**config.mk**
```make
export PLATFORM = sky130hd
export DESIGN_NAME = fpd_ram
export DESIGN_NICKNAME = d
export VERILOG_FILES = /design/src/fpd_ram.sv
export SDC_FILE = /design/constraint.sdc
export NUM_CORES = 1
export LEC_CHECK = 0
export CORE_MARGIN = 4
export CORE_UTILIZATION = 30
export CTS_CLUSTER_SIZE = 12
export DETAILED_ROUTE_END_ITERATION = 10
export DONT_BUFFER_PORTS = 1
export GPL_TIMING_DRIVEN = 0
export SETUP_SLACK_MARGIN = 0.05
export SLEW_MARGIN = 10
export SYNTH_ARGS = -nofsm -noshare
export SYNTH_HDL_FRONTEND = slang
export SYNTH_SLANG_ARGS = --single-unit
```
**constraint.sdc**
```tcl
create_clock -name i_clk -period 1.8 [get_ports i_clk]
set_clock_uncertainty 0.2 [all_clocks]
set_input_delay 0.09 -clock i_clk [delete_from_list [all_inputs] [get_ports i_clk]]
set_output_delay 0.09 -clock i_clk [all_outputs]
set_load 0.02 [all_outputs]
```
**src/fpd_ram.sv**
```systemverilog
// Generic single-write, single-read RAM with registered read data.
// No dependencies.
module fpd_ram #(
    parameter int WIDTH = 8,
    parameter int DEPTH = 16
) (
    input  logic                     i_clk,
    input  logic                     i_we,
    input  logic [$clog2(DEPTH)-1:0] i_waddr,
    input  logic [WIDTH-1:0]         i_wdata,
    input  logic [$clog2(DEPTH)-1:0] i_raddr,
    output logic [WIDTH-1:0]         o_rdata
);

    logic [WIDTH-1:0] r_mem [DEPTH];
    logic [WIDTH-1:0] r_rdata;

    // Write port and registered read port
    always_ff @(posedge i_clk) begin
        if (i_we) begin
            r_mem[i_waddr] <= i_wdata;
        end
        r_rdata <= r_mem[i_raddr];
    end

    assign o_rdata = r_rdata;

endmodule

```
---- After elaboration in Yosys (flattened, before gate mapping) ----
Memories as Yosys holds them, arrays and structs flattened. A register that Yosys moved wholly into a read port is not among the register bits.
Index checks and enable logic that the tools add are counted.
storage, ports and cells
  bits in registers ....................... 0
  memory bits (writable) .................. 128
  input bits .............................. 18
  output and inout port bits .............. 8
  word-level logic and storage cells ...... 3
  memories kept ........................... 1
memories
  name   depth  bits a word  rd ports  clocked after Yosys merged registers in  wr ports  RTL line  RTL
  r_mem  16     8            1         1                                        1         15        logic [WIDTH-1:0] r_mem [DEPTH];
operators by class
  muxes and demuxes ....................... 2
operator list
  cell     number
  $mux W1  2

---- Logic depth before layout (Yosys ltp) ----
Gate-level depths: netlist of run 1.
  word-level depth ........................ 2
  depth in mapped cells ................... 5
  gate-level depth less buffers ........... 3

---- Worst setup path after synthesis of run 1 ----
No wires, ideal clock.
  path kind ............................... input to register
  from .................................... input i_waddr[2]
  to ...................................... memory r_mem[0][0] (enable)
  data arrival time ....................... 1200 ps
  required time ........................... 1217 ps
  slack ................................... 17 ps
  stages .................................. 2
  buffers on the path ..................... 0
  path through ............................ or3b_2 -> nor3_1
RTL lines
  item             RTL line  RTL
  start, declared  9         input logic [$clog2(DEPTH)-1:0] i_waddr,
  end, declared    15
Straight into the memory's write port.

==> metrics.yaml, run 1 <==
global_routing:
  grt_pass1_vias: 2465
  grt_max_degree: 17
  grt_antenna_before_repair: 1
  track_usage_pct: 11.4
  grt_overflow: 0
  grt_pass1_wl_um: 15800
power:
  combPwrFrac_pct: 4.4
  p_int_mw: 5.72
  p_switching_mw: 1.37
  p_clk_share_pct: 44.9
  power_switching_share_pct: 19.3
  total_power_mw: 7.09
  powerDensity_nw_per_um2: 1160
  ir_drop_v: 0.000933
  seqPwrFrac_pct: 50.7
  leakage_nw: 1.96
final_layout:
  area_growth_pct: 18.7
  drive_above_1_share_pct: 20.1
  nets: 278
  seq_area_um2: 4000
  nFillCells: 1557
  multiInputGateArea_um2: 1070
placement:
  dp_worst_setup_slack_ps: -113
  io_buffers: 0
  dp_hpwl_um: 6580
  routabilityCongestion: 0.702
cts:
  postCtsSetupBuffers: 0
  cts_buffers: 17
  cts_tree: "built"
  cts-root-buf: "clkbuf_16"
  worstSkewPairLatency_ps: 410
  cts_max_level: 4
  clkSlewWorstSetupHoldPaths_ps: 50
  hold_buffers: 12
  cts_resized: 0
  cts_buffer_depth: 2
  clock-sinks: 136
yosys:
  synth-seq-area-share_pct: 77.8
  ys_ff_latch: 136
  synthDistinctLibCells: 19
  yosysTopAreaCell: "edfxtp_1"
  syn_area_um2: 5150
  synth_top_area_share_pct: 74.7
  yosysWarnings: 0
  synth_cells: 229
  synthTopCellsByArea: "edfxtp_1, mux4_2, mux4_1, dfxtp_1, a22oi_1"
  syn_avg_cell_area_um2: 22.5
  syn_nets: 247
routing:
  wl_met2_um: 4750
  wl_met3_um: 716
  first_iter_violations: 134
  vias: 2356
  drtAntennaViolNets: 0
  routed_wl_um: 10400
  post_drt_wl_per_cell_um: 21.1
  viasPerCell: 4.77
  drtPass1Iterations: 4
  post-route-drc-count: 0
  routedLengthMet1_um: 4770
  routed.top_layer: "met4"
outcome:
  outcome: "finished with violations"
  violations: "negative hold slack"
sta:
  setup_viol: 0
  slew_violations: 0
  rsz0062_at_grt: "false"
  worst_slack_ps: 171
  setup_tns_ps: 0
  fmax_mhz: 614
  fin_crit_sh_pct: 90.5
  slew_headroom_pct: 20.8
  hold_viol: 32
  tightest_slew_ps: 1180
  post-route-min-period_ps: 1630
  whs_ps: -245
worst_setup_path:
  end_kind: "register"
  cp.arrival_ps: 1720
  slowest_delay_ps: 560
  path_max_fanout: 1
  path_cells: "mux4_1 > a22oi_1 > nand2_1"
  crit_slowest_cell: "mux4_1"
  required_ps: 1890
  startpoint_type: "register"
  criticalPathCategory: "register to register"
floorplanning:
  num_rows: 47
  ios: 26
  fp.dieH_um: 139
  die_area_um2: 19300
  initial_core_util_pct: 30.8
  dieWidth_um: 139
  coreArea_um2: 16700
flow_run:
  maxCapViolCount: 0
hold_path:
  hold_class: "input pin to register"
## Yosys cell counts
master and instances:
nor2_1 13, edfxtp_1 128, clkdlybuf4s25_2 3, or3b_2 1, buf_4 1, and2b_1 1, a22oi_1 16, buf_2 3
nand2_1 9, mux4_2 18, nor2b_1 1, buf_6 3, nand3b_1 2, and2_1 1, dfxtp_1 8, nor3_1 4
nand2b_1 2, nand3_1 1, mux4_1 14
## through the flow
stage / util, % / hold slack (ps) / instance area, um2 / cells
after CTS: 36.5 / -251 / 6100 / 493
after global routing: 36.6 / -255 / 6110 / 494
final: 36.6 / -245 / 6110 / 494
after floorplan: - / -11.1 / 5150 / 229
after detailed placement: 32.5 / -10.1 / 5430 / 449
after global placement: 32.5 / -10.1 / 5430 / 449
## power groups by stage
stage	Combinational (mW)	Clock, mW	Sequential (mW)
after floorplan	0.180	0	3.65
after global placement	0.248	0	3.66
after detailed placement	0.249	0	3.66
after CTS	0.318	3.24	3.60
after global routing	0.337	3.41	3.60
final	0.312	3.18	3.59
## registers in the layout, indices dropped and copies added, names as in the netlist
register / flops
r_mem: 128
o_rdata: 8
## layout make-up
class	instances	share of cell area, %
Clock inverter	3	0.635
Antenna cell	1	0.0410
Sequential cell	136	65.5
Timing Repair Buffer	12	1.97
Tap cell	220	4.51
Multi-Input combinational cell	83	17.6
Clock buffer	29	8.36
Buffer	10	1.41
## cells in the final DEF (no fill, tap or decap)
cell,count
nand2_1,9
buf_2,3
clkbuf_1,8
diode_2,1
dlygate4sd3_1,12
nor3_1,1
and2_1,1
clkinv_2,1
nor3_2,3
a22oi_1,16
bufinv_16,1
clkbuf_16,17
buf_6,3
nor2b_1,1
nand2b_1,2
or3b_2,1
nor2_1,13
nand3_1,1
edfxtp_1,128
clkbuf_8,4
mux4_1,14
nand3b_1,2
clkinv_1,1
and2b_1,1
buf_4,1
mux4_2,18
dfxtp_1,8
clkdlybuf4s25_2,3
## path summary, 6_finish.rpt
kind	from	end	slack, ps	cells past startpoint
setup / recovery	r_mem[4][3]	o_rdata[3]	170	3
hold / removal	i_waddr[0]	r_mem[12][0]	-240	1
setup reg to reg	r_mem[4][3]	o_rdata[3]	170	3
hold reg to reg	r_mem[8][1]	o_rdata[1]	490	3
## per-layer routing
layer	vias up	track usage [%]
li1	1041	-
met1	1230	15.6
met2	68	16.3
met3	17	4.45
met4	0	4.27
met5	-	0
## critical path, delay by kind of cell, from the launching register on
kind / cells / cell delay (ps)
AO/OA/AOI/OAI: 1 / 290
flip-flops: 1 / 360
multiplexers: 1 / 560
AND/OR/NAND/NOR: 1 / 100
## logic make-up (layout without fill, tap and decap cells)
kind of cell	Yosys count	count (layout)	share of synthesized area, %
other	0	1	0
AND/OR/NAND/NOR	35	35	3.18
multiplexers	32	32	15.0
AO/OA/AOI/OAI	16	16	2.33
flip-flops	136	136	77.8
buffers and inverters	10	54	1.68
Note: power is estimated with default switching activity, not from simulation.
==> run 2: changes to the inputs <==
Clock period 1.8 ns to 2 ns, I/O delays scaled along.
==> metrics.yaml, run 2 (synthesis gave the netlist of run 1 again) <==
outcome:
  outcome: "finished with violations"
  violations: "negative hold slack"
worst_setup_path:
  crit_slowest_cell: "mux4_1"
  path_max_fanout: 10  # +9
  r2r_end: "o_rdata[4]"
  r2r_cells: 3  # unchanged
  cp_common_cell: "buf_6"
  slowest_delay_ps: 570  # about the same
  path_cells: "dlygate4sd3_1 > buf_6 > buf_6 > mux4_1 > a22oi_1 > nand2_1"
  cp.arrival_ps: 1960  # +240 ps
  r2r_slack_ps: 410  # +240 ps
  startpoint_type: "input pin"
  criticalPathCategory: "input pin to register"
  r2r-start: "r_mem[8][4]"
  required_ps: 2080  # +190 ps
  end_kind: "register"
cts:
  postCtsSetupBuffers: 0  # unchanged
  cts_max_level: 4  # unchanged
  clock-sinks: 136  # unchanged
  worstSkewPairLatency_ps: 420  # about the same
  cts_tree: "built"
  cts-root-buf: "clkbuf_16"
  cts_buffer_depth: 2  # unchanged
  clkSlewWorstSetupHoldPaths_ps: 50  # about the same
  cts_buffers: 17  # unchanged
sta:
  worst_slack_ps: 124  # -46.5 ps
  whs_ps: -20.8  # +224 ps
  slew_violations: 0  # unchanged
  fmax_mhz: 533
  post-route-min-period_ps: 1880
  fin_crit_sh_pct: 93.8
  rsz0062_at_grt: "false"
  slew_headroom_pct: 43.2  # +22 points
  hold_viol: 8  # -75%
  setup_viol: 0  # unchanged
  tightest_slew_ps: 848  # -330 ps
routing:
  wl_met2_um: 4950  # +4.3%
  post-route-drc-count: 0  # unchanged
  drtAntennaViolNets: 0  # unchanged
  routed.top_layer: "met4"
  routedLengthMet1_um: 4970  # +4.3%
  wl_met3_um: 533  # -26%
  post_drt_wl_per_cell_um: 21.4  # +1.2%
  routed_wl_um: 10700  # +2.2%
  vias: 2408  # +2.2%
  viasPerCell: 4.83  # +1.2%
  first_iter_violations: 138  # +3.0%
  drtPass1Iterations: 4  # unchanged
floorplanning:
  num_rows: 47  # unchanged
  fp.dieH_um: 139  # unchanged
  die_area_um2: 19300  # unchanged
  ios: 26  # unchanged
  coreArea_um2: 16700  # unchanged
  dieWidth_um: 139  # unchanged
  initial_core_util_pct: 30.8  # unchanged
power:
  total_power_mw: 6.42  # -9.4%
  leakage_nw: 1.99  # +1.5%
  ir_drop_v: 0.000697  # -25%
  powerDensity_nw_per_um2: 1040  # -10%
final_layout:
  top_register: "r_mem"
  layout_common_cells: "edfxtp_1, mux4_2, dlygate4sd3_1"
  area_growth_pct: 20.0
  n_antenna_cell: 0  # -1
  largest_reg_flops: 128  # unchanged
  final_common_cell: "edfxtp_1"
  nets: 284  # +2.2%
  drive_above_1_share_pct: 20.4  # +0.28 points
global_routing:
  grt_pass1_wl_um: 16000  # +1.3%
  grt_antenna_before_repair: 0  # -1
  grt_max_degree: 17  # unchanged
  grt_overflow: 0  # unchanged
  grt_pass1_vias: 2443  # -0.89%
  track_usage_pct: 11.6  # +0.23 points
placement:
  dp_hpwl_um: 6550  # -0.45%
  io_buffers: 0  # unchanged
  routabilityCongestion: 0.705  # +0.36%
  dp_worst_setup_slack_ps: 71.9  # +185 ps
hold_path:
  hold_start: "i_waddr[3]"
  min_path_cells: 2  # +1
  hold_class: "input pin to register"
  whs_endpoint: "r_mem[0][1]"
flow_run:
  maxCapViolCount: 0  # unchanged
-- run 2: cell types whose count changed in the layout (fill, tap and decap cells not counted), sizes merged --
cell,delta
diode,-1
dlygate4sd3,+6
-- run 2: how the worst max path moves through the flow --
| stage | from | to | slack (ps) |
|---|---|---|---|
| final | i_raddr[0] | o_rdata[4] | 120 |
| after global routing | i_raddr[0] | o_rdata[2] | 60 |
| after CTS | i_waddr[0] | r_mem[12][2] | 70 |
| after detailed placement | i_waddr[2] | r_mem[1][7] | 70 |
| after global placement | i_waddr[2] | r_mem[0][7] | -300 |
| after floorplan | i_waddr[2] | r_mem[0][0] | 210 |
-- run 2: critical path: cells and delay by family --
| family | cells | cell delay [ps] |
|---|---|---|
| buffers and inverters | 3 | 870 |
| AND/OR/NAND/NOR | 1 | 120 |
| multiplexers | 1 | 570 |
| AO/OA/AOI/OAI | 1 | 290 |
-- run 2: metal layers --
metal,up-vias,track usage [%]
met2,68,16.6
li1,1047,-
met3,19,3.21
met1,1274,16.5
met4,0,5.25
met5,-,0
-- run 2: what timing repair did --
action	in CTS	in global routing
hold endpoints to repair	181	20
endpoints found under the setup margin	0	11
hold buffers	16	2
gates resized for setup	0	2
-- run 2: final cells by class --
type / count / area, um2
fill: 1552 / 10500
sequential: 136 / 4000
multi-input combinational: 83 / 1080
clock buffer: 29 / 510
tap: 220 / 275
timing repair buffer: 18 / 180
buffer: 10 / 90.1
clock inverter: 3 / 40.0
-- run 2: power by group --
part	leakage [nW]	internal [mW]	switching (mW)	total, mW
Clock	0.270	1.84	1.06	2.90
Sequential	1.22	3.19	0.0432	3.23
Combinational	0.499	0.126	0.166	0.292
-- run 2: through the flow --
stage / cell area (um2) / std cells / TNS (ps) / utilization, %
3_5_place_dp: 5430 / 449 / 0 / 32.5
3_3_place_gp: 5420 / 449 / -2720 / 32.5
6_report: 6180 / 499 / 0 / 37.0
2_1_floorplan: 5150 / 229 / 0 / -
5_1_grt: 6180 / 499 / 0 / 37.0
4_1_cts: 6140 / 497 / 0 / 36.8
