**src/fpd_pkg.sv**
```systemverilog
// Shared types and constants for the flow path distance block.
// No dependencies; imported by fpd_walk_seq and the top level.
package fpd_pkg;

    // Table depth and the widths that follow from it
    localparam int MAX_CELLS = 64;
    localparam int IDX_W     = $clog2(MAX_CELLS);
    localparam int CNT_W     = $clog2(MAX_CELLS + 1);

    // Field widths
    localparam int ID_W   = 32;
    localparam int STEP_W = 32;
    localparam int DIST_W = 38;
    // A walk adds at most MAX_CELLS + 1 steps, so this sum never wraps
    localparam int SUM_W  = STEP_W + CNT_W;

    localparam logic [CNT_W-1:0]  CNT_MAX  = CNT_W'(MAX_CELLS);
    localparam logic [DIST_W-1:0] DIST_MAX = {DIST_W{1'b1}};

    // Walk status codes
    typedef enum logic [1:0] {
        WS_OK        = 2'd0,
        WS_NOT_FOUND = 2'd1,
        WS_TOO_LONG  = 2'd2
    } t_walk_status;

    // One stored cell: its id, its downslope id and its step distance
    typedef struct packed {
        logic [ID_W-1:0]   id;
        logic [ID_W-1:0]   ds_id;
        logic [STEP_W-1:0] step;
    } t_cell_entry;

    localparam int ENTRY_W = $bits(t_cell_entry);

    // Cell memory access from the sequencer
    typedef struct packed {
        logic              we;
        logic [IDX_W-1:0]  waddr;
        t_cell_entry       wdata;
        logic [IDX_W-1:0]  raddr;
    } t_mem_req;

endpackage

```
**src/fpd_walk_seq.sv**
```systemverilog
// Load and walk sequencer: stores cells, then walks each downslope chain
// with a one-entry-per-cycle scan of the cell memory. Uses fpd_pkg.
module fpd_walk_seq (
    input  logic                     i_clk,
    input  logic                     i_rst_n,
    input  logic [fpd_pkg::ID_W-1:0] i_outlet_id,
    // Cell load channel
    input  logic                       i_in_valid,
    output logic                       o_in_stall,
    input  logic [fpd_pkg::ID_W-1:0]   i_cell_id,
    input  logic [fpd_pkg::ID_W-1:0]   i_downslope_cell_id,
    input  logic [fpd_pkg::STEP_W-1:0] i_step_distance,
    input  logic                       i_last_cell,
    // Cell memory
    output fpd_pkg::t_mem_req          o_mem_req,
    input  fpd_pkg::t_cell_entry       i_mem_rdata,
    // Result channel
    output logic                       o_out_valid,
    input  logic                       i_out_stall,
    output logic [fpd_pkg::ID_W-1:0]   o_result_cell_id,
    output logic [fpd_pkg::DIST_W-1:0] o_outlet_distance,
    output logic [1:0]                 o_walk_status,
    output logic                       o_last_result
);

    import fpd_pkg::*;

    typedef enum logic [2:0] {
        S_LOAD,
        S_FETCH,
        S_START,
        S_CHECK,
        S_SEARCH,
        S_WAIT
    } t_state;

    t_state            r_state;
    logic [CNT_W-1:0]  r_count;
    logic [IDX_W-1:0]  r_k;
    logic [IDX_W-1:0]  r_probe;
    logic [CNT_W-1:0]  r_hops;
    logic [ID_W-1:0]   r_cur;
    logic [SUM_W-1:0]  r_sum;
    logic              r_out_valid;
    logic [ID_W-1:0]   r_cell_id;
    logic [DIST_W-1:0] r_dist;
    t_walk_status      r_status;
    logic              r_last;

    logic              in_accept;
    logic              cur_is_outlet;
    logic              probe_hit;
    logic              probe_end;
    logic              k_is_last;
    logic [DIST_W-1:0] sum_sat;

    assign in_accept     = i_in_valid && (r_state == S_LOAD);
    assign cur_is_outlet = (r_cur == i_outlet_id);
    assign probe_hit     = (i_mem_rdata.id == r_cur);
    assign probe_end     = ({1'b0, r_probe} == (r_count - CNT_W'(1)));
    assign k_is_last     = ({1'b0, r_k} == (r_count - CNT_W'(1)));
    assign sum_sat       = (r_sum > SUM_W'(DIST_MAX)) ? DIST_MAX : r_sum[DIST_W-1:0];

    // Memory requests: load writes, fetch of the walked cell, scan probes
    always_comb begin
        o_mem_req.we          = in_accept && (r_count < CNT_MAX);
        o_mem_req.waddr       = r_count[IDX_W-1:0];
        o_mem_req.wdata.id    = i_cell_id;
        o_mem_req.wdata.ds_id = i_downslope_cell_id;
        o_mem_req.wdata.step  = i_step_distance;
        unique case (r_state)
            S_CHECK:  o_mem_req.raddr = '0;
            S_SEARCH: o_mem_req.raddr = r_probe + IDX_W'(1);
            default:  o_mem_req.raddr = r_k;
        endcase
    end

    // Sequencer and result register
    always_ff @(posedge i_clk) begin
        if (!i_rst_n) begin
            r_state     <= S_LOAD;
            r_count     <= '0;
            r_out_valid <= 1'b0;
        end else begin
            unique case (r_state)
                S_LOAD: begin
                    if (in_accept) begin
                        if (r_count < CNT_MAX) begin
                            r_count <= r_count + CNT_W'(1);
                        end
                        if (i_last_cell) begin
                            r_k     <= '0;
                            r_state <= S_FETCH;
                        end
                    end
                end
                S_FETCH: begin
                    r_state <= S_START;
                end
                S_START: begin
                    r_cell_id <= i_mem_rdata.id;
                    if (i_mem_rdata.id == i_outlet_id) begin
                        r_dist      <= '0;
                        r_status    <= WS_OK;
                        r_last      <= k_is_last;
                        r_out_valid <= 1'b1;
                        r_state     <= S_WAIT;
                    end else begin
                        r_sum   <= SUM_W'(i_mem_rdata.step);
                        r_cur   <= i_mem_rdata.ds_id;
                        r_hops  <= '0;
                        r_state <= S_CHECK;
                    end
                end
                S_CHECK: begin
                    if (cur_is_outlet) begin
                        r_dist      <= sum_sat;
                        r_status    <= WS_OK;
                        r_last      <= k_is_last;
                        r_out_valid <= 1'b1;
                        r_state     <= S_WAIT;
                    end else if (r_hops >= r_count) begin
                        r_dist      <= '0;
                        r_status    <= WS_TOO_LONG;
                        r_last      <= k_is_last;
                        r_out_valid <= 1'b1;
                        r_state     <= S_WAIT;
                    end else begin
                        // probe of entry 0 is issued this cycle
                        r_probe <= '0;
                        r_state <= S_SEARCH;
                    end
                end
                S_SEARCH: begin
                    // data on the memory port belongs to r_probe
                    if (probe_hit) begin
                        r_sum   <= r_sum + SUM_W'(i_mem_rdata.step);
                        r_cur   <= i_mem_rdata.ds_id;
                        r_hops  <= r_hops + CNT_W'(1);
                        r_state <= S_CHECK;
                    end else if (probe_end) begin
                        r_dist      <= '0;
                        r_status    <= WS_NOT_FOUND;
                        r_last      <= k_is_last;
                        r_out_valid <= 1'b1;
                        r_state     <= S_WAIT;
                    end else begin
                        r_probe <= r_probe + IDX_W'(1);
                    end
                end
                S_WAIT: begin
                    if (!i_out_stall) begin
                        r_out_valid <= 1'b0;
                        if (r_last) begin
                            r_count <= '0;
                            r_state <= S_LOAD;
                        end else begin
                            r_k     <= r_k + IDX_W'(1);
                            r_state <= S_FETCH;
                        end
                    end
                end
                default: begin
                    r_state <= S_LOAD;
                end
            endcase
        end
    end

    assign o_in_stall        = (r_state != S_LOAD);
    assign o_out_valid       = r_out_valid;
    assign o_result_cell_id  = r_cell_id;
    assign o_outlet_distance = r_dist;
    assign o_walk_status     = r_status;
    assign o_last_result     = r_last;

    // A result is only shown while the sequencer waits for it to be taken
    a_valid_in_wait: assert property (@(posedge i_clk) disable iff (!i_rst_n)
        r_out_valid |-> (r_state == S_WAIT))
        else $error("result valid outside the wait state");

    // A stored cell that does not start the walks bumps the count by one
    a_load_count: assert property (@(posedge i_clk) disable iff (!i_rst_n)
        (in_accept && !i_last_cell && (r_count < CNT_MAX))
        |=> (r_count == $past(r_count) + CNT_W'(1)))
        else $error("load count did not advance");

    // Taking the final result returns the block to loading with an empty table
    a_last_done: assert property (@(posedge i_clk) disable iff (!i_rst_n)
        (r_out_valid && r_last && !i_out_stall)
        |=> ((r_state == S_LOAD) && (r_count == '0)))
        else $error("walks did not finish cleanly");

    // Probes stay inside the loaded part of the table
    a_probe_range: assert property (@(posedge i_clk) disable iff (!i_rst_n)
        (r_state == S_SEARCH) |-> ({1'b0, r_probe} < r_count))
        else $error("probe beyond loaded cells");

endmodule

```
**config.mk**
```make
export PLATFORM = sky130hd
export DESIGN_NAME = fpd_walk_seq
export DESIGN_NICKNAME = d
export VERILOG_FILES = /design/src/fpd_pkg.sv /design/src/fpd_walk_seq.sv
export SDC_FILE = /design/constraint.sdc
export NUM_CORES = 1
export LEC_CHECK = 0
export BUFFER_PORTS_ARGS = -buffer_cell sky130_fd_sc_hd__buf_4
export CORE_MARGIN = 2
export CORE_UTILIZATION = 45
export DETAILED_ROUTE_END_ITERATION = 10
export PLACE_DENSITY_LB_ADDON = 0.2
export SYNTH_ARGS = -nofsm -noshare
export SYNTH_HDL_FRONTEND = slang
export SYNTH_SLANG_ARGS = --single-unit
```
**constraint.sdc**
```tcl
create_clock -name i_clk -period 5.5 [get_ports i_clk]
set_clock_uncertainty 0.2 [all_clocks]
set_input_delay 0.275 -clock i_clk [delete_from_list [all_inputs] [get_ports i_clk]]
set_output_delay 0.275 -clock i_clk [all_outputs]
set_load 0.05 [all_outputs]
```
---- Word-level counts from Yosys, hierarchy flattened ----
Index checks and enable logic that the tools add are counted.
storage, ports and cells
  bits in registers ....................... 174
  logic and storage cells ................. 125
  input bits .............................. 229
  output and inout port bits .............. 184
operators by class
  eq/ne operators ......................... 26
  magnitude comparators ................... 3
  muxes and demuxes ....................... 61
  add/subtract/negate cells ............... 6
  reduce and logical (&&, ||, !) cells .... 17
operators by type and width
  cell                                                                               number
  38-bit two-way mux                                                                 6
  38-bit case mux with 3 select lines                                                1
  32-bit equality test                                                               3
  39-bit two-way mux                                                                 2
  39-bit case mux with 2 select lines                                                1
  32-bit two-way mux                                                                 2
  32-bit case mux with 2 select lines                                                1
  6-bit two-way mux                                                                  8
  7-bit two-way mux                                                                  6
  39-bit by 32-bit adder with 39-bit output                                          1
  39-bit by 38-bit greater-than comparator with 1-bit output, second input constant  1
  6-bit case mux with 2 select lines                                                 3
  7-bit case mux with 2 select lines                                                 2
  2-bit inequality test, second input constant                                       13
  6-bit AND reduction                                                                4
  3-bit two-way mux                                                                  6
  3-bit case mux with 6 select lines                                                 1
  7-bit by 1-bit adder with 7-bit output, second input constant                      2
  6-bit by 7-bit equality test with 1-bit output                                     2
  1-bit two-way mux                                                                  14
  6-bit by 1-bit adder with 6-bit output, second input constant                      2
  2-bit two-way mux                                                                  5
  4-bit AND reduction                                                                2
  7-bit greater-or-equal comparator                                                  1
  17 further kinds                                                                   24

---- Depth between registers and ports, before layout ----
Gate-level depths: netlist (run 1).
  depth after elaboration ................. 5
  depth in mapped cells ................... 10
  gate-level depth less buffers ........... 10

---- Worst setup path after synthesis (run 1) ----
OpenSTA, ideal clock, no wires.
  path type ............................... register -> register
  start ................................... register r_cur[15]
  end ..................................... register r_cur[0], enable pin
  cell stages (with the launch flop) ...... 7
  buffers on the path ..................... 0
  setup time .............................. 0.445 ns
  setup slack ............................. 1.705 ns
  arrival time ............................ 3.150 ns
  required time ........................... 4.855 ns
  clock period less this slack ............ 3.795 ns
  cell sequence ........................... edfxtp_1 > xnor2_1 > nand4_1 > nor4_1 > nand3_1 > a21oi_1 > and2_1
on the way
  word-level cells in the longest chain between the ends .. 3
ends and longest elaborated chain
  element                          RTL line             RTL
  start: declaration               fpd_walk_seq.sv:42   logic [ID_W-1:0] r_cur;
  start signal: assignment         fpd_walk_seq.sv:110  r_cur <= i_mem_rdata.ds_id;
  start signal: assignment         fpd_walk_seq.sv:138  r_cur <= i_mem_rdata.ds_id;
  32-bit equality test             fpd_walk_seq.sv:59   assign probe_hit = (i_mem_rdata.id == r_cur);
  2-bit inequality test (no line)  n/a
  4-bit AND reduction (no line)    n/a
No other way between the ends.
A chain may end at the register's enable or synchronous reset.

---- Worst setup path after layout (run 1) ----
  start ................................... input i_mem_rdata[0] (netlist bit)
  end ..................................... register r_sum[24], data pin
on the way
  word-level cells in the longest chain between the ends .. 3
ends and longest elaborated chain
  element                                    RTL line             RTL
  start: declaration                         fpd_walk_seq.sv:16   input fpd_pkg::t_cell_entry i_mem_rdata,
  39-bit by 32-bit adder with 39-bit output  fpd_walk_seq.sv:137  r_sum <= r_sum + SUM_W'(i_mem_rdata.step);
  39-bit two-way mux                         fpd_walk_seq.sv:136  if (probe_hit) begin
  39-bit case mux with 2 select lines        fpd_walk_seq.sv:85   unique case (r_state)
  end signal: assignment                     fpd_walk_seq.sv:109  r_sum <= SUM_W'(i_mem_rdata.step);
  end signal: assignment                     fpd_walk_seq.sv:137
  end: declaration                           fpd_walk_seq.sv:43   logic [SUM_W-1:0] r_sum;
No other way between the ends. The select of a mux whose other input is x is not followed.

==> summary.txt, run 1 <==
Synth
  • Mux cell area share after synthesis: less than 1%
  • FF+latch count, synth: between 150 and 200
  • Post-Synth Simple-Gate Area: 14.2%
  • Syn Nets: 1,304
  • Most frequent cell after synthesis: edfxtp_1
  • Unique cell type count in the Yosys netlist: 67
  • Main area contributors after synthesis: edfxtp_1 45%, buf_4 7.2%, xor2_1 7.1%
  • Share of flip-flops with an asynchronous set or reset: 0%
  • Post-Synth Adder-Cell Area: 5.29%
  • XOR/XNOR share of the synthesized area: 12.6%
  • Cell Area, Synth: 10,800 um2
  • Sequential fraction of the synthesis area: 47.5%
  • Compound-gate portion of the synthesized area: 10.4%
  • Cells after Synth: 1,030
  • Largest family of logic cells by synthesized area: simple AND/OR/NAND/NOR gates
  • Post-synth top area share: 45.4%
  • Syn. warnings: 0
  • Top FF cell, synth: edfxtp_1
  • EDFF count, synth: 163
  • Commonest cells post-synth: 163 x edfxtp_1, 129 x nor2_1, 104 x buf_4
  • Synth area leader: edfxtp_1
  • Mapped Avg Cell Area: 10.5 um2

Timing
  • Total negative setup slack: 0 ns
  • Final setup viols: 0
  • Worst setup margin: roughly 1.8 ns
  • RSZ-0062 raised after global routing: no
  • Worst Max-Slew Pin Slew: between 1 and 1.5 ns
  • Min Clock Period, post-route: between 3 and 4 ns
  • Max-slew violation count: 0
  • Fmax: roughly 270 MHz
  • Final period utilization: about 67%
  • Final Hold Vio Count: 0
  • Final hold slack: 0.0174 ns
  • Max-slew headroom: 21.8%

Floorplan
  • CORE AREA: ~23,000 um2
  • # IOs: 413
  • Initial core utilization: 45.9%
  • DIE WIDTH: 159 um
  • Die ar.: about 25,000 um2
  • Row Count: 56
  • Chip Height: 159 um

GRT
  • Largest net degree at the start of global routing: 79
  • First-pass GRT wire length: 45,600 um
  • Vias in the first global route: roughly 8,400
  • Initial antenna violation count: 2
  • Total track usage: 22.7%
  • Overflow left after global routing: 0

Power and ir drop
  • Net switching power: 1.17 mW
  • Clk pwr share: about 33%
  • Total power draw: approximately 3.8 mW
  • Switching share of power: 30.6%
  • Internal power: 2.65 mW
  • Combinational power share: 24.3%
  • Maximum vdd drop: about 0.00017 V
  • Pwr Density: 284 nW/um2
  • Reg power frac: 42.4%
  • Leakage: 5.36 nW

Min path
  • Hold Path Origin: i_mem_rdata[2]
  • Hold depth: 3
  • Hold WC Path Type: input port to register
  • Hold endpoint: r_sum[2]

Clock network
  • Resized cells post-CTS: 0
  • Clk pin slew, worst setup/hold paths: 0.07 ns
  • Root Driver: clkbuf_16
  • H-tree Lvls: 4
  • CTS Buf Count: 17
  • CTS tree: done
  • CTS max path bufs: 2
  • Worst-Skew Late Latency: around 0.43 ns
  • Sinks on Clock Net: 174

Route
  • Drt wl/cell: 18.4 um
  • DR vias: 8,254
  • Antenna-violating nets left: 0
  • # DRC: 0
  • DR vias/cell: 5.28
  • DR pass1 iterations: 5
  • Final wirelength: 28,700 um
  • 1st-iter DRT viols: between 500 and 600

Worst setup path
  • FF-to-FF Start: r_sum[0]
  • Worst reg2reg path depth: 10
  • Capturing point of the worst reg2reg path: r_sum[24]
  • CP bufs+invs: 2
  • Worst EP arrival: 3.66 ns
  • R2R Setup Slk: between 1.5 and 2 ns
  • Critical Path Sink Type: register
  • Slowest-stage cell, CP: dlygate4sd3_1
  • Launch point of the worst path: i_mem_rdata[0]
  • CP max FO: 4
  • Crit-path max cell delay: 0.54 ns
  • Worst Setup Start Kind: input port
  • CP Cell Sequence: dlygate4sd3_1, buf_4, ha_1, fa_1, a211oi_2, o21ai_0, nand3_1, o211ai_2, a221o_2, a311oi_4, nor4_1, or3_1
  • Setup CP Type: input port to register
  • Crit path required time: between 5 and 6 ns
  • Cell family with most CP delay: compound AO/OA/AOI/OAI gates

Cells and area
  • Fraction of layout instances using a drive strength above 1: 21.8%
  • Final net count: 1,504
  • Area Overhead vs Synth: 24.9%
  • Layout Cells excl Fill: 1,563
  • Fill count: 2,029

Placement
  • Final HPWL DP: about 21,000 um
  • I/O Buffers: 220
  • Cell total after placement: 1,435
  • Worst slack, placed: 1.92 ns
  • Routability cong.: between 0.8 and 0.9

Job
  • Number of max-cap violations: 0

Outcome
  • Outcome: finished clean
[power groups by stage]
| stage | registers (mW) | logic [mW] | clock network (mW) |
|---|---|---|---|
| floorplan | 1.74 | 0.673 | 0 |
| global placement | 1.64 | 0.857 | 0 |
| detailed placement | 1.65 | 0.863 | 0 |
| global route | 1.63 | 1.00 | 1.34 |
| CTS | 1.62 | 0.926 | 1.29 |
| finish | 1.62 | 0.927 | 1.27 |
[cell usage in the layout (no fill, tap or decap), types with 21 or more instances in the layout]
master	count
buf_4	224
edfxtp_1	163
nor2_1	129
dlygate4sd3_1	95
xor2_1	87
nand2_1	71
xnor2_1	68
o21ai_0	46
ha_1	44
a21oi_1	37
nand3_1	28
a21o_1	26
nor4_1	22
nand4_1	21
[final cells by class]
type,count,area (um2),area share (%)
flip-flops and latches,174,5110,38.0
multi-input cells,701,4630,34.4
repair buffers,319,2630,19.6
clock buffers,17,425,3.16
well taps,319,399,2.97
clock inverters,14,183,1.36
inverters,17,63.8,0.474
diodes,2,5.00,0.0372
[worst min-delay path, delay by kind of cell]
family	cells	cell delay, ns
simple gates	1	0.04
buf+inv	1	0.10
compound gates	1	0.10
[worst max-delay path by stage]
stage	to	slack (ns)	depth (start not counted)
floorplan	r_cur[0]	1.71	6
global placement	r_sum[24]	1.98	11
detailed placement	r_sum[24]	1.92	10
CTS	r_sum[24]	1.84	12
global route	o_mem_req[2]	1.65	6
finish	r_sum[24]	1.81	12
[repair_timing]
item | 4_1_cts | 5_1_grt
hold buffers | 95 | 0
buffers inserted | 0 | 0
hold endpoints to repair | 99 | 0
setup endpoints to repair | 0 | 0
[stage by stage]
stage	utilization, %	cell area (um2)
after floorplan	-	10800
after global placement	50.7	11900
after detailed placement	50.7	11900
after CTS	57.3	13500
after global routing	57.3	13500
final	57.3	13500
[metal layers]
metal / vias up / track usage (%) / part of all wire [%]
li1: 3981 / - / -
met1: 3919 / 28.9 / 43
met2: 291 / 38.0 / 48
met3: 63 / 5.49 / 6.5
met4: 0 / 7.38 / 2.5
met5: - / 0 / 0
[state kept, by name, indices dropped and copies added (netlist names)]
name,cells
r_state,3
o_outlet_distance,38
r_k,6
r_hops,7
o_out_valid,1
r_probe,6
o_result_cell_id,32
r_count,7
o_last_result,1
r_cur,32
o_walk_status,2
r_sum,39
[cell families after synthesis]
kind of cell               after synthesis
AOI/OAI and AO/OA                      169
adders and majority gates               45
muxes                                    4
xor gates and xnor gates               155
buffers and inverters                  155
DFF                                    174
and+or+nand+nor                        328
No activity file was read; power rests on OpenSTA's default activity.
==> run 2, diff against run 1 <==
==> constraint.sdc (replaced) <==
create_clock -name i_clk -period 3.2 [get_ports i_clk]
set_clock_uncertainty 0.2 [all_clocks]
set_input_delay 0.16 -clock i_clk [delete_from_list [all_inputs] [get_ports i_clk]]
set_output_delay 0.16 -clock i_clk [all_outputs]
set_load 0.05 [all_outputs]
==> summary.txt, run 2 (synthesis gave the netlist of run 1 again) <==
Clock network
  • CTS max path bufs: 2 (unchanged)
  • Root Driver: clkbuf_16
  • H-tree Lvls: 4 (unchanged)
  • CTS tree: done
  • Clk pin slew, worst setup/hold paths: 0.07 ns (about the same)
  • CTS Buf Count: 17 (unchanged)
  • Sinks on Clock Net: 174 (unchanged)
  • Worst-Skew Late Latency: 0.43 ns (about the same)

Cells and area
  • Area Overhead vs Synth: 28.0%
  • Top reg by flops: r_sum
  • Final net count: 1,540 (+2.4%)
  • Max reg flops: 39 (unchanged)
  • Final core occ: 58.8% (+1.4 points)
  • Commonest cells after routing, fill and taps aside: 251 x buf_4, 163 x edfxtp_1, 129 x nor2_1, 99 x dlygate4sd3_1, 87 x xor2_1
  • Most common cell after layout, fill and taps aside: buf_4
  • ANT cells: 0 (-2)
  • Fill count: 1,988 (-2.0%)
  • Fraction of layout instances using a drive strength above 1: 24.2% (+2.4 points)

Floorplan
  • Initial core utilization: 45.9% (unchanged)
  • Row Count: 56 (unchanged)
  • Chip Height: 159 um (unchanged)
  • Die ar.: 25,200 um2 (unchanged)
  • # IOs: 413 (unchanged)
  • DIE WIDTH: 159 um (unchanged)
  • CORE AREA: 23,500 um2 (unchanged)

Worst setup path
  • Setup CP Type: input port to register
  • Slowest-stage cell, CP: dlygate4sd3_1
  • CP Cell Sequence: dlygate4sd3_1, buf_4, ha_2, fa_2, a211oi_2, o21ai_1, nand3_1, o211ai_2, a221o_2, a311oi_4, nor4_2, or3_1
  • Cell family with most CP delay: compound AO/OA/AOI/OAI gates
  • Crit path required time: 3.17 ns (-2.30 ns)
  • CP max FO: 2 (-2)
  • Launch point of the worst path: i_mem_rdata[0]
  • Worst Setup Start Kind: input port
  • FF-to-FF Start: r_sum[0]
  • Worst EP arrival: 3.20 ns (-0.46 ns)
  • Crit-path max cell delay: 0.54 ns (about the same)
  • CP bufs+invs: 2 (unchanged)
  • Critical Path Sink Type: register

Timing
  • Final Hold Vio Count: 0 (unchanged)
  • Final hold slack: 0.0512 ns (+0.0338 ns)
  • Min Clock Period, post-route: 3.23 ns
  • Final setup viols: 2 (+2)
  • Final period utilization: 101%
  • Worst Max-Slew Pin Slew: 0.997 ns (-0.176 ns)
  • Max-slew headroom: 33.5% (+12 points)
  • Max-slew violation count: 0 (unchanged)
  • RSZ-0062 raised after global routing: yes
  • Fmax: approximately 310 MHz
  • Worst setup margin: -0.0319 ns (-1.85 ns)

GRT
  • Largest net degree at the start of global routing: 78 (-1.3%)
  • Total track usage: 22.7% (about the same)
  • Initial antenna violation count: 0 (-2)
  • First-pass GRT wire length: 45,500 um (-0.41%)
  • Vias in the first global route: 8,300 (-1.3%)
  • Overflow left after global routing: 0 (unchanged)

Placement
  • I/O Buffers: 220 (unchanged)
  • Routability cong.: 0.874 (+1.8%)
  • Worst slack, placed: -0.0826 ns (-2.01 ns)
  • Final HPWL DP: 21,300 um (+2.6%)

Route
  • DR pass1 iterations: 5 (unchanged)
  • Final wirelength: 29,200 um (+1.7%)
  • Antenna-violating nets left: 0 (unchanged)
  • Drt wl/cell: 18.3 um (-0.54%)
  • 1st-iter DRT viols: 506 (-2.1%)
  • DR vias: 8,382 (+1.6%)
  • DR vias/cell: 5.25 (-0.67%)
  • # DRC: 0 (unchanged)

Outcome
  • Failing checks: setup timing
  • Outcome: complete, but fails checks

Power and ir drop
  • Maximum vdd drop: 0.000311 V (+82%)
  • Total power draw: 6.58 mW (+72%)
  • Pwr Density: 477 nW/um2 (+68%)
  • Leakage: 5.54 nW (+3.2%)

Min path
  • Hold Path Origin: i_last_cell
  • Hold WC Path Type: input port to register

Job
  • Number of max-cap violations: 0 (unchanged)
-- run 2: cell types whose count changed in the layout (fill, tap and decap cells not counted), sizes merged --
cell,before,now
clkinvlp,2,3
diode,2,0
clkinv,6,7
bufinv,3,2
dlygate4sd3,95,99
buf,224,256
-- run 2: worst register-to-register path, delay by kind of cell (launching register included) --
family / cells / cell delay [ns]
AOI/OAI and AO/OA: 5 / 1.22
adders and majority gates: 2 / 0.55
and+or+nand+nor: 3 / 0.58
DFF: 1 / 0.39
-- run 2: final cells by class --
cell class / instances / area (um2) / area share, %
well taps: 319 / 399 / 2.89
multi-input cells: 701 / 4660 / 33.8
clock buffers: 17 / 425 / 3.08
flip-flops and latches: 174 / 5110 / 37.1
clock inverters: 15 / 160 / 1.16
repair buffers: 355 / 2970 / 21.5
inverters: 17 / 63.8 / 0.463
-- run 2: final timing paths --
path | end | slack [ns] | cells past startpoint
hold / removal | r_state[2] | 0.05 | 4
setup / recovery | r_sum[24] | -0.03 | 12
setup reg to reg | r_sum[24] | 0 | 10
hold reg to reg | o_outlet_distance[8] | 0.38 | 2
-- run 2: what timing repair did --
item | CTS | global route
setup endpoints to repair | 2 | 10
hold buffers | 99 | 0
setup buffers | 0 | 2
pin swaps | 3 | 4
resized for setup | 1 | 9
hold endpoints to repair | 107 | 0
-- run 2: per-stage QoR --
stage | area (um2) | TNS [ns] | instances
after CTS | 13800 | 0 | 1596
after global placement | 12200 | -0.0409 | 1465
after detailed placement | 12200 | -0.151 | 1465
after global routing | 13800 | -0.258 | 1598
after floorplan | 10800 | 0 | 1030
final | 13800 | -0.0613 | 1598
-- run 2: per-layer routing --
metal | GRT usage, % | share of wire, % | vias to the layer above
li1 | - | - | 4049
met1 | 30.0 | 44 | 3921
met2 | 36.4 | 47 | 350
met3 | 6.01 | 6.9 | 62
met4 | 7.09 | 2.4 | 0
met5 | 0 | 0 | -
-- run 2: power breakdown --
part	switching, mW	leakage [nW]	internal (mW)	total, mW
clock network	0.957	0.280	1.16	2.12
registers	0.112	1.59	2.66	2.77
logic	0.977	3.66	0.706	1.68
total	2.05	5.54	4.53	6.58
==> run 3, diff against run 2 <==
==> constraint.sdc (replaced) <==
create_clock -name i_clk -period 3.4 [get_ports i_clk]
set_clock_uncertainty 0.2 [all_clocks]
set_input_delay 0.17 -clock i_clk [delete_from_list [all_inputs] [get_ports i_clk]]
set_output_delay 0.17 -clock i_clk [all_outputs]
set_load 0.05 [all_outputs]
==> summary.txt, run 3 (synthesis gave the netlist of run 1 again) <==
Timing
  • Final Hold Vio Count: 0 (unchanged)
  • RSZ-0062 raised after global routing: no
  • Fmax: 307 MHz
  • Max-slew headroom: 43.4% (+9.9 points)
  • Total negative setup slack: 0 ns (+0.0613 ns)
  • Min Clock Period, post-route: 3.26 ns
  • Max-slew violation count: 0 (unchanged)
  • Worst Max-Slew Pin Slew: 0.849 ns (-0.148 ns)
  • Final period utilization: 95.9%
  • Final setup viols: 0 (-2)
  • Worst setup margin: 0.139 ns (+0.171 ns)

Outcome
  • Outcome: finished clean

Cells and area
  • Area Overhead vs Synth: 27.2%
  • Max reg flops: 39 (unchanged)
  • Top reg by flops: r_sum
  • Fill count: 2,005 (+0.86%)
  • Most common cell after layout, fill and taps aside: buf_4
  • Commonest cells after routing, fill and taps aside: 243 x buf_4, 163 x edfxtp_1, 129 x nor2_1, 98 x dlygate4sd3_1, 87 x xor2_1
  • Area occupied by multi-input gates: 4640 um2 (-0.51%)
  • Fraction of layout instances using a drive strength above 1: 23.3% (-0.89 points)
  • Reg area: 5110 um2 (unchanged)
  • Final net count: 1,529 (-0.71%)
  • Design area: 13,700 um2 (-0.60%)

Route
  • DR vias/cell: 5.26 (+0.26%)
  • 1st-iter DRT viols: 528 (+4.3%)
  • DR vias: 8,351 (-0.37%)
  • Antenna-violating nets left: 0 (unchanged)
  • DR pass1 iterations: 5 (unchanged)
  • Final wirelength: 29,000 um (-0.88%)
  • Drt wl/cell: 18.2 um (-0.26%)
  • # DRC: 0 (unchanged)

Floorplan
  • DIE WIDTH: 159 um (unchanged)
  • CORE AREA: 23,500 um2 (unchanged)
  • Row Count: 56 (unchanged)
  • Initial core utilization: 45.9% (unchanged)
  • # IOs: 413 (unchanged)
  • Die ar.: 25,200 um2 (unchanged)
  • Chip Height: 159 um (unchanged)

Placement
  • Placed Area: 12,100 um2 (-0.62%)
  • I/O Buffers: 220 (unchanged)
  • Final HPWL DP: 21,400 um (+0.73%)
  • Worst slack, placed: 0.00156 ns (+0.0842 ns)
  • Routability cong.: 0.878 (+0.42%)

GRT
  • Total track usage: 22.5% (-0.23 points)
  • Initial antenna violation count: 1 (+1)
  • First-pass GRT wire length: 45,200 um (-0.64%)
  • GR Layer Usage met1: 28.8% (-1.2 points)
  • Overflow left after global routing: 0 (unchanged)
  • Vias in the first global route: 8,438 (+1.7%)
  • Largest net degree at the start of global routing: 78 (unchanged)
  • Met2 Resource Use GR: 38.4% (+1.9 points)
  • GR Util met3: 5.49% (-0.52 points)
  • GR peak layer: met2

Power and ir drop
  • Leakage: 5.49 nW (-0.78%)
  • Reg power frac: 41.7% (-0.5 points)
  • Maximum vdd drop: 0.000321 V (+3.1%)
  • Internal power: 4.33 mW (-4.4%)
  • Clk pwr share: 33.5% (+1.3 points)
  • Pwr Density: 457 nW/um2 (-4.2%)
  • Combinational power share: 24.8% (-0.8 points)
  • Switching share of power: 30.8% (-0.30 points)
  • Net switching power: 1.93 mW (-5.7%)

Clock network
  • Post-CTS setup buffers: 0 (unchanged)
  • CTS tree: done
  • Sinks on Clock Net: 174 (unchanged)
  • H-tree Lvls: 4 (unchanged)
  • CTS max path bufs: 2 (unchanged)
  • Root Driver: clkbuf_16
  • CTS Buf Count: 17 (unchanged)
  • Worst-Skew Late Latency: 0.42 ns (about the same)
  • Clk pin slew, worst setup/hold paths: 0.07 ns (about the same)

Min path
  • Hold WC Path Type: input port to register

Worst setup path
  • Critical Path Sink Type: register
  • CP max FO: 2 (unchanged)
  • Worst Setup Start Kind: input port
  • Setup CP Type: input port to register
  • Worst EP arrival: 3.23 ns (+0.03 ns)
  • Crit path required time: 3.36 ns (+0.19 ns)
  • R2R Setup Slk: 0.16 ns (+0.16 ns)

Job
  • Number of max-cap violations: 0 (unchanged)
## run 3: layer usage
| metal | share of wire (%) | vias up |
|---|---|---|
| met5 | 0.16 | - |
| met4 | 1.1 | 2 |
| met3 | 5.6 | 29 |
| met2 | 49 | 292 |
| met1 | 44 | 4003 |
| li1 | - | 4025 |
## run 3: through the flow
step	power (mW)	util (%)	hold slack, ns	instances
after detailed placement	4.11	51.5	0.140	1457
final	6.26	58.4	0.0315	1588
after global placement	4.09	51.5	0.140	1457
after floorplan	3.90	-	0.0689	1030
after CTS	6.29	58.4	0.00635	1587
after global routing	6.52	58.4	0.0237	1588
## run 3: what timing repair did
action / 4_1_cts / 5_1_grt
pin swaps: 1 / 1
hold endpoints to repair: 107 / 0
hold buffers: 98 / 0
gates resized for setup: 1 / 2
endpoints found under the setup margin: 2 / 6
## run 3: path summary, 6_finish.rpt
kind / start / to / cells after the start
hold reg to reg: r_sum[4] / o_outlet_distance[4] / 2
setup / recovery: i_mem_rdata[0] / r_sum[24] / 12
hold / removal: i_in_valid / r_count[0] / 4
setup reg to reg: r_sum[0] / r_sum[24] / 10
## run 3: critical path: stages
cell	delay [ns]
dlygate4sd3_1	0.54
buf_4	0.14
ha_1	0.22
fa_2	0.37
a211oi_2	0.23
o21ai_1	0.12
nand3_1	0.15
o211ai_2	0.11
a221o_2	0.41
a311oi_4	0.32
nor4_1	0.07
or3_1	0.38
## run 3: cell type report
class | instances | area share (%)
Timing Repair Buffer | 344 | 20.9
Antenna cell | 1 | 0.0182
Tap cell | 319 | 2.91
Sequential cell | 174 | 37.3
Clock inverter | 15 | 1.46
Inverter | 17 | 0.465
Clock buffer | 17 | 3.10
Multi-Input combinational cell | 701 | 33.8
## run 3: power by group through the flow
stage | clock network (mW) | logic (mW) | registers (mW)
3_5_place_dp | 0 | 1.45 | 2.66
2_1_floorplan | 0 | 1.09 | 2.82
4_1_cts | 2.13 | 1.56 | 2.61
6_report | 2.10 | 1.55 | 2.61
5_1_grt | 2.22 | 1.68 | 2.63
3_3_place_gp | 0 | 1.44 | 2.65
